--- config.mk ---
export PLATFORM = sky130hd
export DESIGN_NAME = rgb_hue_rotate_unit
export DESIGN_NICKNAME = d
export VERILOG_FILES = /design/src/hdl/rhr_pkg.sv /design/src/hdl/rgb_hue_rotate_unit.sv /design/src/hdl/rhr_divider.sv
export SDC_FILE = /design/constraint.sdc
export NUM_CORES = 2
export LEC_CHECK = 0
export BUFFER_PORTS_ARGS = -buffer_cell sky130_fd_sc_hd__buf_4
export CAP_MARGIN = 20
export CORE_MARGIN = 2
export CORE_UTILIZATION = 55
export DETAILED_ROUTE_END_ITERATION = 6
export PLACE_DENSITY = 0.69
export SETUP_SLACK_MARGIN = 0.05
export SYNTH_ARGS = -nofsm -noshare
export SYNTH_HDL_FRONTEND = slang
export SYNTH_SLANG_ARGS = --single-unit
export TNS_END_PERCENT = 100
--- constraint.sdc ---
create_clock -name clock -period 12.9 [get_ports clock]
set_input_delay 1.935 -clock clock [delete_from_list [all_inputs] [get_ports clock]]
set_output_delay 1.935 -clock clock [all_outputs]
set_load 0.005 [all_outputs]
--- src/hdl/rhr_pkg.sv ---
`default_nettype none
// ----------------------------------------------------------------------------
// rhr_pkg: shared types and constants of the RGB hue rotation unit
// Channel and hue widths, the pixel word types, the hue sector codes and the
// shape of the pipelined restoring divider.
// ----------------------------------------------------------------------------
package rhr_pkg;

   localparam int CHANNEL_BITS  = 8;
   localparam int HUE_FRAC_BITS = 16;

   // The shift covers one full turn either way: six sectors plus a sign bit.
   localparam int SHIFT_BITS = HUE_FRAC_BITS + 4;
   // Quotients of the two divisions run from 0 to exactly one (2^F).
   localparam int QUO_BITS   = HUE_FRAC_BITS + 1;
   // A wrapped hue runs from 0 to 6*2^F - 1.
   localparam int HUE_BITS   = HUE_FRAC_BITS + 3;
   // Hue plus shift before the wrap.
   localparam int SUM_BITS   = SHIFT_BITS + 1;

   localparam int DIV_STEPS_PER_STAGE = 4;
   localparam int DIV_STAGES =
      (QUO_BITS + DIV_STEPS_PER_STAGE - 1) / DIV_STEPS_PER_STAGE;

   localparam logic [QUO_BITS-1:0] HUE_ONE  = QUO_BITS'(1) << HUE_FRAC_BITS;
   localparam logic [HUE_BITS-1:0] HUE_TURN = HUE_BITS'(6) << HUE_FRAC_BITS;

   typedef enum logic [2:0] {
      SECT_RED     = 3'd0,
      SECT_YELLOW  = 3'd1,
      SECT_GREEN   = 3'd2,
      SECT_CYAN    = 3'd3,
      SECT_BLUE    = 3'd4,
      SECT_MAGENTA = 3'd5
   } sector_type;

   typedef struct packed {
      logic        [CHANNEL_BITS-1:0] red_in;
      logic        [CHANNEL_BITS-1:0] green_in;
      logic        [CHANNEL_BITS-1:0] blue_in;
      logic signed [SHIFT_BITS-1:0]   hue_shift;
   } pixel_in_type;

   typedef struct packed {
      logic [CHANNEL_BITS-1:0] red_out;
      logic [CHANNEL_BITS-1:0] green_out;
      logic [CHANNEL_BITS-1:0] blue_out;
   } pixel_out_type;

endpackage
`default_nettype wire

--- src/hdl/rgb_hue_rotate_unit.sv ---
`default_nettype none
// ----------------------------------------------------------------------------
// rgb_hue_rotate_unit: hue rotation of one RGB pixel through HSV space
// Converts a pixel to fixed-point HSV, adds a signed hue shift modulo a full
// turn and converts back, one pixel word per clock while rsp_stall is low.
// ----------------------------------------------------------------------------
// Path: a word accepted at the input passes through 11 register stages before
// it appears on rsp_valid.
// Throughput: one word per cycle, sustained while rsp_stall is low; every stage
// takes a new word each cycle, the two dividers included, which spread their 17
// quotient bits over five stages (four bits per stage, one in the last).
// Reset clears the valid bit of every stage; the data registers are not reset.
// ----------------------------------------------------------------------------
module rgb_hue_rotate_unit
   import rhr_pkg::*;
(
   input  wire           clock,
   input  wire           reset,
   input  wire           req_valid,
   output logic          req_stall,
   input  wire           pixel_in_type req_data,
   output logic          rsp_valid,
   input  wire           rsp_stall,
   output pixel_out_type rsp_data
);

   // Stage map. The prep stage finds max, min and the sector, the divider
   // stages form saturation and the in-sector hue fraction, then come the
   // hue sum, the wrap, two multiply stages and the output register.
   localparam int ST_PREP     = 0;
   localparam int ST_DIV_LAST = DIV_STAGES;
   localparam int ST_HSUM     = DIV_STAGES + 1;
   localparam int ST_HWRAP    = DIV_STAGES + 2;
   localparam int ST_MUL1     = DIV_STAGES + 3;
   localparam int ST_MUL2     = DIV_STAGES + 4;
   localparam int ST_OUT      = DIV_STAGES + 5;
   localparam int NUM_STAGES  = DIV_STAGES + 6;

   // Data that rides alongside the dividers.
   typedef struct packed {
      pixel_in_type            pixel;
      logic [CHANNEL_BITS-1:0] value;
      sector_type              base;
      logic                    negative;
      logic                    grey;
   } side_type;

   // Data that rides from the hue sum to the output stage.
   typedef struct packed {
      pixel_out_type           grey_pix;
      logic [CHANNEL_BITS-1:0] value;
      logic                    grey;
   } tail_type;

   // ------------------------------------------------------------------
   // Flow control. Each stage takes a new word when it is empty or when
   // the stage after it moves, so bubbles close up even while the output
   // word is stalled.
   // ------------------------------------------------------------------
   logic [NUM_STAGES-1:0] valid_ff;
   logic [NUM_STAGES:0]   ready;

   always_comb begin
      ready[NUM_STAGES] = !rsp_stall;
      for (int k = NUM_STAGES - 1; k >= 0; k--) begin
         ready[k] = !valid_ff[k] || ready[k+1];
      end
   end

   always_ff @(posedge clock) begin
      if (reset) begin
         valid_ff <= '0;
      end else begin
         if (ready[0]) begin
            valid_ff[0] <= req_valid;
         end
         for (int k = 1; k < NUM_STAGES; k++) begin
            if (ready[k]) begin
               valid_ff[k] <= valid_ff[k-1];
            end
         end
      end
   end

   assign req_stall = !ready[0];
   assign rsp_valid = valid_ff[ST_OUT];

   // ------------------------------------------------------------------
   // Prep stage: value is the largest channel, with red winning ties over
   // green and green over blue. The numerator of the in-sector fraction is
   // the difference of the two other channels, kept as sign and magnitude.
   // ------------------------------------------------------------------
   logic [CHANNEL_BITS-1:0] max_in;
   logic [CHANNEL_BITS-1:0] min_in;
   logic [CHANNEL_BITS-1:0] delta_in;
   logic [CHANNEL_BITS-1:0] absnum_in;
   logic signed [CHANNEL_BITS:0] num_in;
   sector_type              base_in;
   side_type                side_in;

   side_type                side_ff [DIV_STAGES+1];
   logic [CHANNEL_BITS-1:0] delta_ff;
   logic [CHANNEL_BITS-1:0] absnum_ff;

   always_comb begin
      logic [CHANNEL_BITS-1:0] r;
      logic [CHANNEL_BITS-1:0] g;
      logic [CHANNEL_BITS-1:0] b;
      r = req_data.red_in;
      g = req_data.green_in;
      b = req_data.blue_in;
      if (r >= g && r >= b) begin
         max_in  = r;
         base_in = SECT_RED;
         num_in  = $signed({1'b0, g}) - $signed({1'b0, b});
      end else if (g >= b) begin
         max_in  = g;
         base_in = SECT_GREEN;
         num_in  = $signed({1'b0, b}) - $signed({1'b0, r});
      end else begin
         max_in  = b;
         base_in = SECT_BLUE;
         num_in  = $signed({1'b0, r}) - $signed({1'b0, g});
      end
      if (r <= g && r <= b) begin
         min_in = r;
      end else if (g <= b) begin
         min_in = g;
      end else begin
         min_in = b;
      end
      delta_in = max_in - min_in;
      if (num_in[CHANNEL_BITS]) begin
         absnum_in = CHANNEL_BITS'(-num_in);
      end else begin
         absnum_in = num_in[CHANNEL_BITS-1:0];
      end
      side_in.pixel    = req_data;
      side_in.value    = max_in;
      side_in.base     = base_in;
      side_in.negative = num_in[CHANNEL_BITS];
      side_in.grey     = (delta_in == '0);
   end

   always_ff @(posedge clock) begin
      if (ready[ST_PREP]) begin
         delta_ff            <= delta_in;
         absnum_ff           <= absnum_in;
      end
   end

   // ------------------------------------------------------------------
   // Divider stages. Saturation is delta/max and the in-sector hue is
   // |num|/delta, both as fractions of one. A grey pixel may divide by
   // zero here; its result is replaced by the input pixel at the end.
   // ------------------------------------------------------------------
   logic [QUO_BITS-1:0] sat_q;
   logic [QUO_BITS-1:0] mag_q;

   rhr_divider u_sat_div (
      .clock    (clock),
      .advance  (ready[ST_DIV_LAST:1]),
      .dividend (delta_ff),
      .divisor  (side_ff[0].value),
      .quotient (sat_q)
   );

   rhr_divider u_mag_div (
      .clock    (clock),
      .advance  (ready[ST_DIV_LAST:1]),
      .dividend (absnum_ff),
      .divisor  (delta_ff),
      .quotient (mag_q)
   );

   // The side data enters with the prep stage and then walks beside the
   // dividers.
   always_ff @(posedge clock) begin
      if (ready[ST_PREP]) begin
         side_ff[0] <= side_in;
      end
      for (int k = 1; k <= DIV_STAGES; k++) begin
         if (ready[k]) begin
            side_ff[k] <= side_ff[k-1];
         end
      end
   end

   // ------------------------------------------------------------------
   // Hue sum: sector base plus or minus the in-sector fraction, with a
   // full turn added when red leads and the fraction is negative, then
   // the shift added on.
   // ------------------------------------------------------------------
   logic [HUE_BITS-1:0] hue_raw_in;
   logic [SUM_BITS-1:0] sum_in;
   logic [SUM_BITS-1:0] sum_ff;
   logic [QUO_BITS-1:0] sat_sum_ff;
   tail_type            tail_ff [4];

   always_comb begin
      logic [HUE_BITS-1:0] base_hue;
      side_type            sd;
      sd       = side_ff[DIV_STAGES];
      base_hue = {sd.base, {HUE_FRAC_BITS{1'b0}}};
      if (!sd.negative) begin
         hue_raw_in = base_hue + HUE_BITS'(mag_q);
      end else if (sd.base == SECT_RED) begin
         hue_raw_in = HUE_TURN - HUE_BITS'(mag_q);
      end else begin
         hue_raw_in = base_hue - HUE_BITS'(mag_q);
      end
      sum_in = {2'b00, hue_raw_in}
             + {sd.pixel.hue_shift[SHIFT_BITS-1], sd.pixel.hue_shift};
   end

   always_ff @(posedge clock) begin
      if (ready[ST_HSUM]) begin
         sum_ff                 <= sum_in;
         sat_sum_ff             <= sat_q;
         tail_ff[0].grey_pix    <= '{red_out:   side_ff[DIV_STAGES].pixel.red_in,
                                     green_out: side_ff[DIV_STAGES].pixel.green_in,
                                     blue_out:  side_ff[DIV_STAGES].pixel.blue_in};
         tail_ff[0].value       <= side_ff[DIV_STAGES].value;
         tail_ff[0].grey        <= side_ff[DIV_STAGES].grey;
      end
   end

   // ------------------------------------------------------------------
   // Wrap: with the shift held to one turn either way, one add or subtract
   // of a turn brings the sum into 0..turn-1; wider shifts are not clamped.
   // ------------------------------------------------------------------
   logic [HUE_BITS-1:0] hue_in;
   logic [HUE_BITS-1:0] hue_ff;
   logic [QUO_BITS-1:0] sat_wrap_ff;

   always_comb begin
      logic [SUM_BITS-1:0] turn_ext;
      logic [SUM_BITS-1:0] fixed;
      turn_ext = SUM_BITS'(HUE_TURN);
      if (sum_ff[SUM_BITS-1]) begin
         fixed = sum_ff + turn_ext;
      end else if (sum_ff >= turn_ext) begin
         fixed = sum_ff - turn_ext;
      end else begin
         fixed = sum_ff;
      end
      hue_in = fixed[HUE_BITS-1:0];
   end

   always_ff @(posedge clock) begin
      if (ready[ST_HWRAP]) begin
         hue_ff      <= hue_in;
         sat_wrap_ff <= sat_sum_ff;
         tail_ff[1]  <= tail_ff[0];
      end
   end

   // ------------------------------------------------------------------
   // First multiply stage: the two saturation-weighted fractions and p.
   // ------------------------------------------------------------------
   logic [QUO_BITS-1:0]     sfrac_in;
   logic [QUO_BITS-1:0]     sfrac_inv_in;
   logic [CHANNEL_BITS-1:0] p_in;
   sector_type              sector_in;

   logic [QUO_BITS-1:0]     sfrac_ff;
   logic [QUO_BITS-1:0]     sfrac_inv_ff;
   logic [CHANNEL_BITS-1:0] p_ff;
   sector_type              sector_ff;

   always_comb begin
      logic [HUE_FRAC_BITS-1:0]              frac;
      logic [QUO_BITS-1:0]                   frac_inv;
      logic [QUO_BITS-1:0]                   sat_inv;
      logic [QUO_BITS+HUE_FRAC_BITS-1:0]     sf_full;
      logic [2*QUO_BITS-1:0]                 sfi_full;
      logic [CHANNEL_BITS+QUO_BITS-1:0]      p_full;
      frac      = hue_ff[HUE_FRAC_BITS-1:0];
      frac_inv  = HUE_ONE - {1'b0, frac};
      sat_inv   = HUE_ONE - sat_wrap_ff;
      sf_full   = (QUO_BITS+HUE_FRAC_BITS)'(sat_wrap_ff)
                * (QUO_BITS+HUE_FRAC_BITS)'(frac);
      sfi_full  = (2*QUO_BITS)'(sat_wrap_ff) * (2*QUO_BITS)'(frac_inv);
      p_full    = (CHANNEL_BITS+QUO_BITS)'(tail_ff[1].value)
                * (CHANNEL_BITS+QUO_BITS)'(sat_inv);
      sfrac_in     = sf_full[QUO_BITS+HUE_FRAC_BITS-1:HUE_FRAC_BITS];
      sfrac_inv_in = sfi_full[QUO_BITS+HUE_FRAC_BITS-1:HUE_FRAC_BITS];
      p_in         = p_full[CHANNEL_BITS+HUE_FRAC_BITS-1:HUE_FRAC_BITS];
      sector_in    = sector_type'(hue_ff[HUE_BITS-1:HUE_FRAC_BITS]);
   end

   always_ff @(posedge clock) begin
      if (ready[ST_MUL1]) begin
         sfrac_ff     <= sfrac_in;
         sfrac_inv_ff <= sfrac_inv_in;
         p_ff         <= p_in;
         sector_ff    <= sector_in;
         tail_ff[2]   <= tail_ff[1];
      end
   end

   // ------------------------------------------------------------------
   // Second multiply stage: q and t scale the value by what is left of
   // one after the weighted fractions.
   // ------------------------------------------------------------------
   logic [CHANNEL_BITS-1:0] q_in;
   logic [CHANNEL_BITS-1:0] t_in;

   logic [CHANNEL_BITS-1:0] q_ff;
   logic [CHANNEL_BITS-1:0] t_ff;
   logic [CHANNEL_BITS-1:0] p_mul_ff;
   sector_type              sector_mul_ff;

   always_comb begin
      logic [CHANNEL_BITS+QUO_BITS-1:0] q_full;
      logic [CHANNEL_BITS+QUO_BITS-1:0] t_full;
      q_full = (CHANNEL_BITS+QUO_BITS)'(tail_ff[2].value)
             * (CHANNEL_BITS+QUO_BITS)'(HUE_ONE - sfrac_ff);
      t_full = (CHANNEL_BITS+QUO_BITS)'(tail_ff[2].value)
             * (CHANNEL_BITS+QUO_BITS)'(HUE_ONE - sfrac_inv_ff);
      q_in   = q_full[CHANNEL_BITS+HUE_FRAC_BITS-1:HUE_FRAC_BITS];
      t_in   = t_full[CHANNEL_BITS+HUE_FRAC_BITS-1:HUE_FRAC_BITS];
   end

   always_ff @(posedge clock) begin
      if (ready[ST_MUL2]) begin
         q_ff          <= q_in;
         t_ff          <= t_in;
         p_mul_ff      <= p_ff;
         sector_mul_ff <= sector_ff;
         tail_ff[3]    <= tail_ff[2];
      end
   end

   // ------------------------------------------------------------------
   // Output stage: the sector picks the channel order. Grey pixels,
   // black included, pass through unchanged whatever the shift.
   // ------------------------------------------------------------------
   pixel_out_type rsp_data_in;
   pixel_out_type rsp_data_ff;

   always_comb begin
      logic [CHANNEL_BITS-1:0] v;
      v = tail_ff[3].value;
      case (sector_mul_ff)
         SECT_RED:    rsp_data_in = '{red_out: v,        green_out: t_ff,
                                      blue_out: p_mul_ff};
         SECT_YELLOW: rsp_data_in = '{red_out: q_ff,     green_out: v,
                                      blue_out: p_mul_ff};
         SECT_GREEN:  rsp_data_in = '{red_out: p_mul_ff, green_out: v,
                                      blue_out: t_ff};
         SECT_CYAN:   rsp_data_in = '{red_out: p_mul_ff, green_out: q_ff,
                                      blue_out: v};
         SECT_BLUE:   rsp_data_in = '{red_out: t_ff,     green_out: p_mul_ff,
                                      blue_out: v};
         // Magenta, and the two codes a wrapped hue never produces.
         default:     rsp_data_in = '{red_out: v,        green_out: p_mul_ff,
                                      blue_out: q_ff};
      endcase
      if (tail_ff[3].grey) begin
         rsp_data_in = tail_ff[3].grey_pix;
      end
   end

   always_ff @(posedge clock) begin
      if (ready[ST_OUT]) begin
         rsp_data_ff <= rsp_data_in;
      end
   end

   assign rsp_data = rsp_data_ff;

   // ------------------------------------------------------------------
   // Assertions
   // ------------------------------------------------------------------
   a_stall_needs_full_output: assert property (@(posedge clock) disable iff (reset)
      req_stall |-> rsp_valid)
      else $error("input stalled while the output stage is empty");

   a_quotients_in_range: assert property (@(posedge clock) disable iff (reset)
      (valid_ff[ST_DIV_LAST] && !side_ff[DIV_STAGES].grey)
         |-> (sat_q <= HUE_ONE && mag_q <= HUE_ONE))
      else $error("divider quotient exceeds one");

   a_hue_wrapped: assert property (@(posedge clock) disable iff (reset)
      valid_ff[ST_HWRAP] |-> (hue_ff < HUE_TURN))
      else $error("wrapped hue outside one turn");

   a_hue_stage_holds: assert property (@(posedge clock) disable iff (reset)
      (valid_ff[ST_HWRAP] && !ready[ST_HWRAP+1])
         |=> (valid_ff[ST_HWRAP] && $stable(hue_ff)))
      else $error("stalled hue stage lost or changed its word");

   a_products_bounded: assert property (@(posedge clock) disable iff (reset)
      (valid_ff[ST_MUL2] && !tail_ff[3].grey)
         |-> (p_mul_ff <= tail_ff[3].value && q_ff <= tail_ff[3].value
              && t_ff <= tail_ff[3].value))
      else $error("p, q or t exceeds the value channel");

endmodule
`default_nettype wire

--- src/hdl/rhr_divider.sv ---
`default_nettype none
// ----------------------------------------------------------------------------
// rhr_divider: pipelined fraction divider
// Computes floor(dividend * 2^F / divisor) for dividend <= divisor by
// restoring division, DIV_STEPS_PER_STAGE quotient bits per register stage.
// ----------------------------------------------------------------------------
module rhr_divider
   import rhr_pkg::*;
(
   input  wire                     clock,
   input  wire [DIV_STAGES-1:0]    advance,
   input  wire [CHANNEL_BITS-1:0]  dividend,
   input  wire [CHANNEL_BITS-1:0]  divisor,
   output logic [QUO_BITS-1:0]     quotient
);

   logic [CHANNEL_BITS-1:0] rem_ff [DIV_STAGES-1];
   logic [CHANNEL_BITS-1:0] den_ff [DIV_STAGES-1];
   logic [QUO_BITS-1:0]     quo_ff [DIV_STAGES];

   for (genvar s = 0; s < DIV_STAGES; s++) begin : g_stage
      logic [CHANNEL_BITS-1:0] rem_src;
      logic [CHANNEL_BITS-1:0] den_src;
      logic [QUO_BITS-1:0]     quo_src;
      logic [CHANNEL_BITS-1:0] rem_in;
      logic [QUO_BITS-1:0]     quo_in;

      if (s == 0) begin : g_first
         assign rem_src = dividend;
         assign den_src = divisor;
         assign quo_src = '0;
      end else begin : g_next
         assign rem_src = rem_ff[s-1];
         assign den_src = den_ff[s-1];
         assign quo_src = quo_ff[s-1];
      end

      // The first step compares the dividend itself and yields the integer
      // bit; every later step doubles the remainder first.
      always_comb begin
         logic [CHANNEL_BITS:0] trial;
         trial  = '0;
         rem_in = rem_src;
         quo_in = quo_src;
         for (int j = 0; j < DIV_STEPS_PER_STAGE; j++) begin
            if (s * DIV_STEPS_PER_STAGE + j < QUO_BITS) begin
               if (s * DIV_STEPS_PER_STAGE + j == 0) begin
                  trial = {1'b0, rem_in};
               end else begin
                  trial = {rem_in, 1'b0};
               end
               if (trial >= {1'b0, den_src}) begin
                  trial  = trial - {1'b0, den_src};
                  quo_in = {quo_in[QUO_BITS-2:0], 1'b1};
               end else begin
                  quo_in = {quo_in[QUO_BITS-2:0], 1'b0};
               end
               rem_in = trial[CHANNEL_BITS-1:0];
            end
         end
      end

      always_ff @(posedge clock) begin
         if (advance[s]) begin
            quo_ff[s] <= quo_in;
         end
      end

      if (s < DIV_STAGES - 1) begin : g_keep
         always_ff @(posedge clock) begin
            if (advance[s]) begin
               rem_ff[s] <= rem_in;
               den_ff[s] <= den_src;
            end
         end
      end
   end

   assign quotient = quo_ff[DIV_STAGES-1];

endmodule
`default_nettype wire
==> reports/results.tsv <==
metric	value	unit
status	finished clean	
# IOs	74	
gr ovfl total	0	
Initial Util	0.555	
initial antenna violation count	0	
CTS clock-pin slew for the worst setup and hold paths	0.06	ns
Worst Max-Slew Pin Slew	1.10	ns
Syn Inst Count	6950	
Hold Violations, Final	0	
Core Util, Final	0.598	
mapped cell area	74100	um2
RD Place Congestion	0.913	
WL per Instance	18.2	um
TritonCTS Buffers	94	
crit path max fanout	18	
R2R Path End	u_sat_div.rem_ff[2][7]$_DFFE_PP_	
Max stage delay cell, worst path	a211oi_2	
die area	138000	um2
Hold Crit Depth	0	
final-report max-slew violation count	0	
Post-CTS Hold Buffers	0	
post_cts resized	0	
Worst EP arrival	10.37	ns
wl on met1	67600	um
drt pass-1 iters	6	
Rows	134	
Mean Syn Cell Area	10.7	um2
clock buffer depth	3	
Yosys reg bits	875	
Yosys cell types	100	
Setup Viol. Count Final	0	
kind of cell adding the most delay to the critical path	compound AO/OA/AOI/OAI gates	
DRT iter0 DRCs	2893	
post-synth top area share	0.350	
vias	49000	
worst path bufs/invs	4	
count of input and output buffers	73	
CTS tree	done	
H-Tree Depth	3	
CP Class	flop to flop	
first-pass GRT wire length	265000	um
Critical Path Sink Type	flop	
hold path start	u_sat_div.quo_ff[2][3]$_DFFE_PP_	
Fmax	101	MHz
top cells by area, synth	edfxtp_1 (35%), fa_1 (20%), ha_1 (11%), inv_1 (5.5%), nand2_1 (3.8%)	
DPL Wire Length	120000	um
Hold Path End	u_sat_div.quo_ff[3][7]$_DFFE_PP_	
largest area contributor in the netlist	edfxtp_1	
number of flops mapped to enable cells by yosys	864	
HP Class	flop to flop	
Avg Vias per Cell	5.55	
period utilization	0.768	
maxcap violations	0	
fin nets	8400	
Post-synth top flop	edfxtp_1	
area post-placement	76700	um2
share of cells above drive strength 1	0.0641	
worst skew pair latency	0.71	ns
setup bufs post-CTS	0	
met3 wire len	7470	um
Die Ht	371	um
synthesis warning total	0	
Min Hold Slack	0.355	ns
final wirelength	161000	um
die width	371	um
Crit Reg-Reg Startpoint	u_sat_div.den_ff[1][1]$_DFFE_PP_	
worst r2r path cells	40	
final worst path period need	9.91	ns
Design Area, Final	79800	um2
Worst Skew	0.0775	ns
syn nets	8372	
area delta synth->final	7.71	%
delay of the slowest critical-path stage	0.86	ns
largest net degree at the start of global routing	71	
Root Buffer	clkbuf_16	
met2 routed WL	80700	um
core region area	134000	um2
Max Used Layer	met4	
sequential element share of the synthesized area	0.353	
relative slew slack	0.263	
startpoint types	flop	
CTS Sinks	875	
Residual DRC	0	
reg2reg setup slack	2.99	ns
number of global-route vias before repair	51500	
Fill cells	11000	
DRT antenna net count	0	
GRT Total Usage	0.241	
unrepaired setup endpoints after global routing	false	
Async S/R FF share, synth	0	
Setup TNS Final	0	ns
WP data required	13.36	ns
==> state kept, by name (all words and copies together), names as in the netlist, 19 cells and up <==
signal / flops
side_ff: 308
tail_ff: 132
u_mag_div.quo_ff: 57
u_sat_div.quo_ff: 57
u_mag_div.den_ff: 32
u_mag_div.rem_ff: 32
u_sat_div.rem_ff: 32
u_sat_div.den_ff: 28
rsp_data: 24
sum_ff: 21
hue_ff: 19
==> synth_stat cells (all sizes together), types with 16 or more instances <==
library cell and count:
inv 1090, edfxtp 864, nand2 760, fa 739, ha 635, and2 422, nor2 298, a21oi 247
xnor2 247, o21ai 245, clkbuf 186, mux2 93, nor3 92, xor2 84, nor2b 83, o21a 78
a21o 72, nand2b 61, nand3 57, a211oi 45, mux2i 44, or2 34, or3 33, o31ai 28
and3 26, buf 25, nor4 25, o211ai 25, a31oi 24, o31a 24, nand4 22, and4 17
a21boi 16, o21bai 16
==> final cells by class <==
type	count	area [um2]	area share
Timing Repair Buffer	143	1070	0.0134
Sequential cell	875	26200	0.328
Antenna cell	1	2.50	0.0000313
Inverter	1092	4100	0.0514
Clock buffer	123	2480	0.0311
Multi-Input combinational cell	4772	43200	0.541
Tap cell	1768	2210	0.0277
Clock inverter	49	646	0.00809
==> routing by layer <==
layer,vias to the layer above,track usage
met2,1198,0.425
met3,277,0.0275
met5,-,0
met4,0,0.0795
li1,23200,-
met1,24300,0.309
==> through the flow <==
stage	setup slack (ns)	std cells
global placement	3.38	8650
detailed placement	3.10	8650
global route	2.14	8822
CTS	3.04	8822
finish	2.99	8823
floorplan	1.12	6950
==> kinds of logic after synthesis <==
family | Yosys count | synth area share
and+or+nand+nor | 1962 | 0.129
adders and majority gates | 1374 | 0.307
buffers and inverters | 1303 | 0.0663
AOI/OAI and AO/OA | 968 | 0.0853
DFF | 875 | 0.353
xor gates and xnor gates | 331 | 0.0391
muxes | 137 | 0.0205
==> layout by cell type, fill, tap and decap left out, drive strengths merged, types with 245 or more instances in the layout <==
| cell type | netlist | final |
|---|---|---|
| edfxtp | 864 | 864 |
| fa | 739 | 739 |
| xnor2 | 247 | 247 |
| inv | 1090 | 1099 |
| a21oi | 247 | 247 |
| nand2 | 760 | 760 |
| o21ai | 245 | 245 |
| and2 | 422 | 422 |
| ha | 635 | 635 |
| nor2 | 298 | 298 |
==> worst max path at each step <==
stage,startpoint,end,slack [ns],cells after the start
after detailed placement,u_sat_div.den_ff[1][1]$_DFFE_PP_,u_sat_div.rem_ff[2][7]$_DFFE_PP_,3.10,36
final,u_sat_div.den_ff[1][1]$_DFFE_PP_,u_sat_div.rem_ff[2][7]$_DFFE_PP_,2.99,40
after global placement,u_sat_div.den_ff[1][1]$_DFFE_PP_,u_sat_div.rem_ff[2][7]$_DFFE_PP_,3.38,36
after CTS,u_sat_div.den_ff[1][1]$_DFFE_PP_,u_sat_div.rem_ff[2][7]$_DFFE_PP_,3.04,40
after global routing,u_sat_div.den_ff[1][1]$_DFFE_PP_,u_sat_div.rem_ff[2][6]$_DFFE_PP_,2.14,40
after floorplan,rsp_stall,req_stall,1.12,7
==> worst reg2reg max path: cells and delay by family (launching register included) <==
| kind | cells | cell delay, ns |
|---|---|---|
| buf+inv | 4 | 0.58 |
| fa+ha+maj | 4 | 1.28 |
| mux | 1 | 0.37 |
| compound gates | 23 | 5.06 |
| simple gates | 8 | 1.91 |
| flops | 1 | 0.46 |
Power is not shown: default switching activity piles up to over one toggle a cycle in this logic, so the estimate is an artifact.
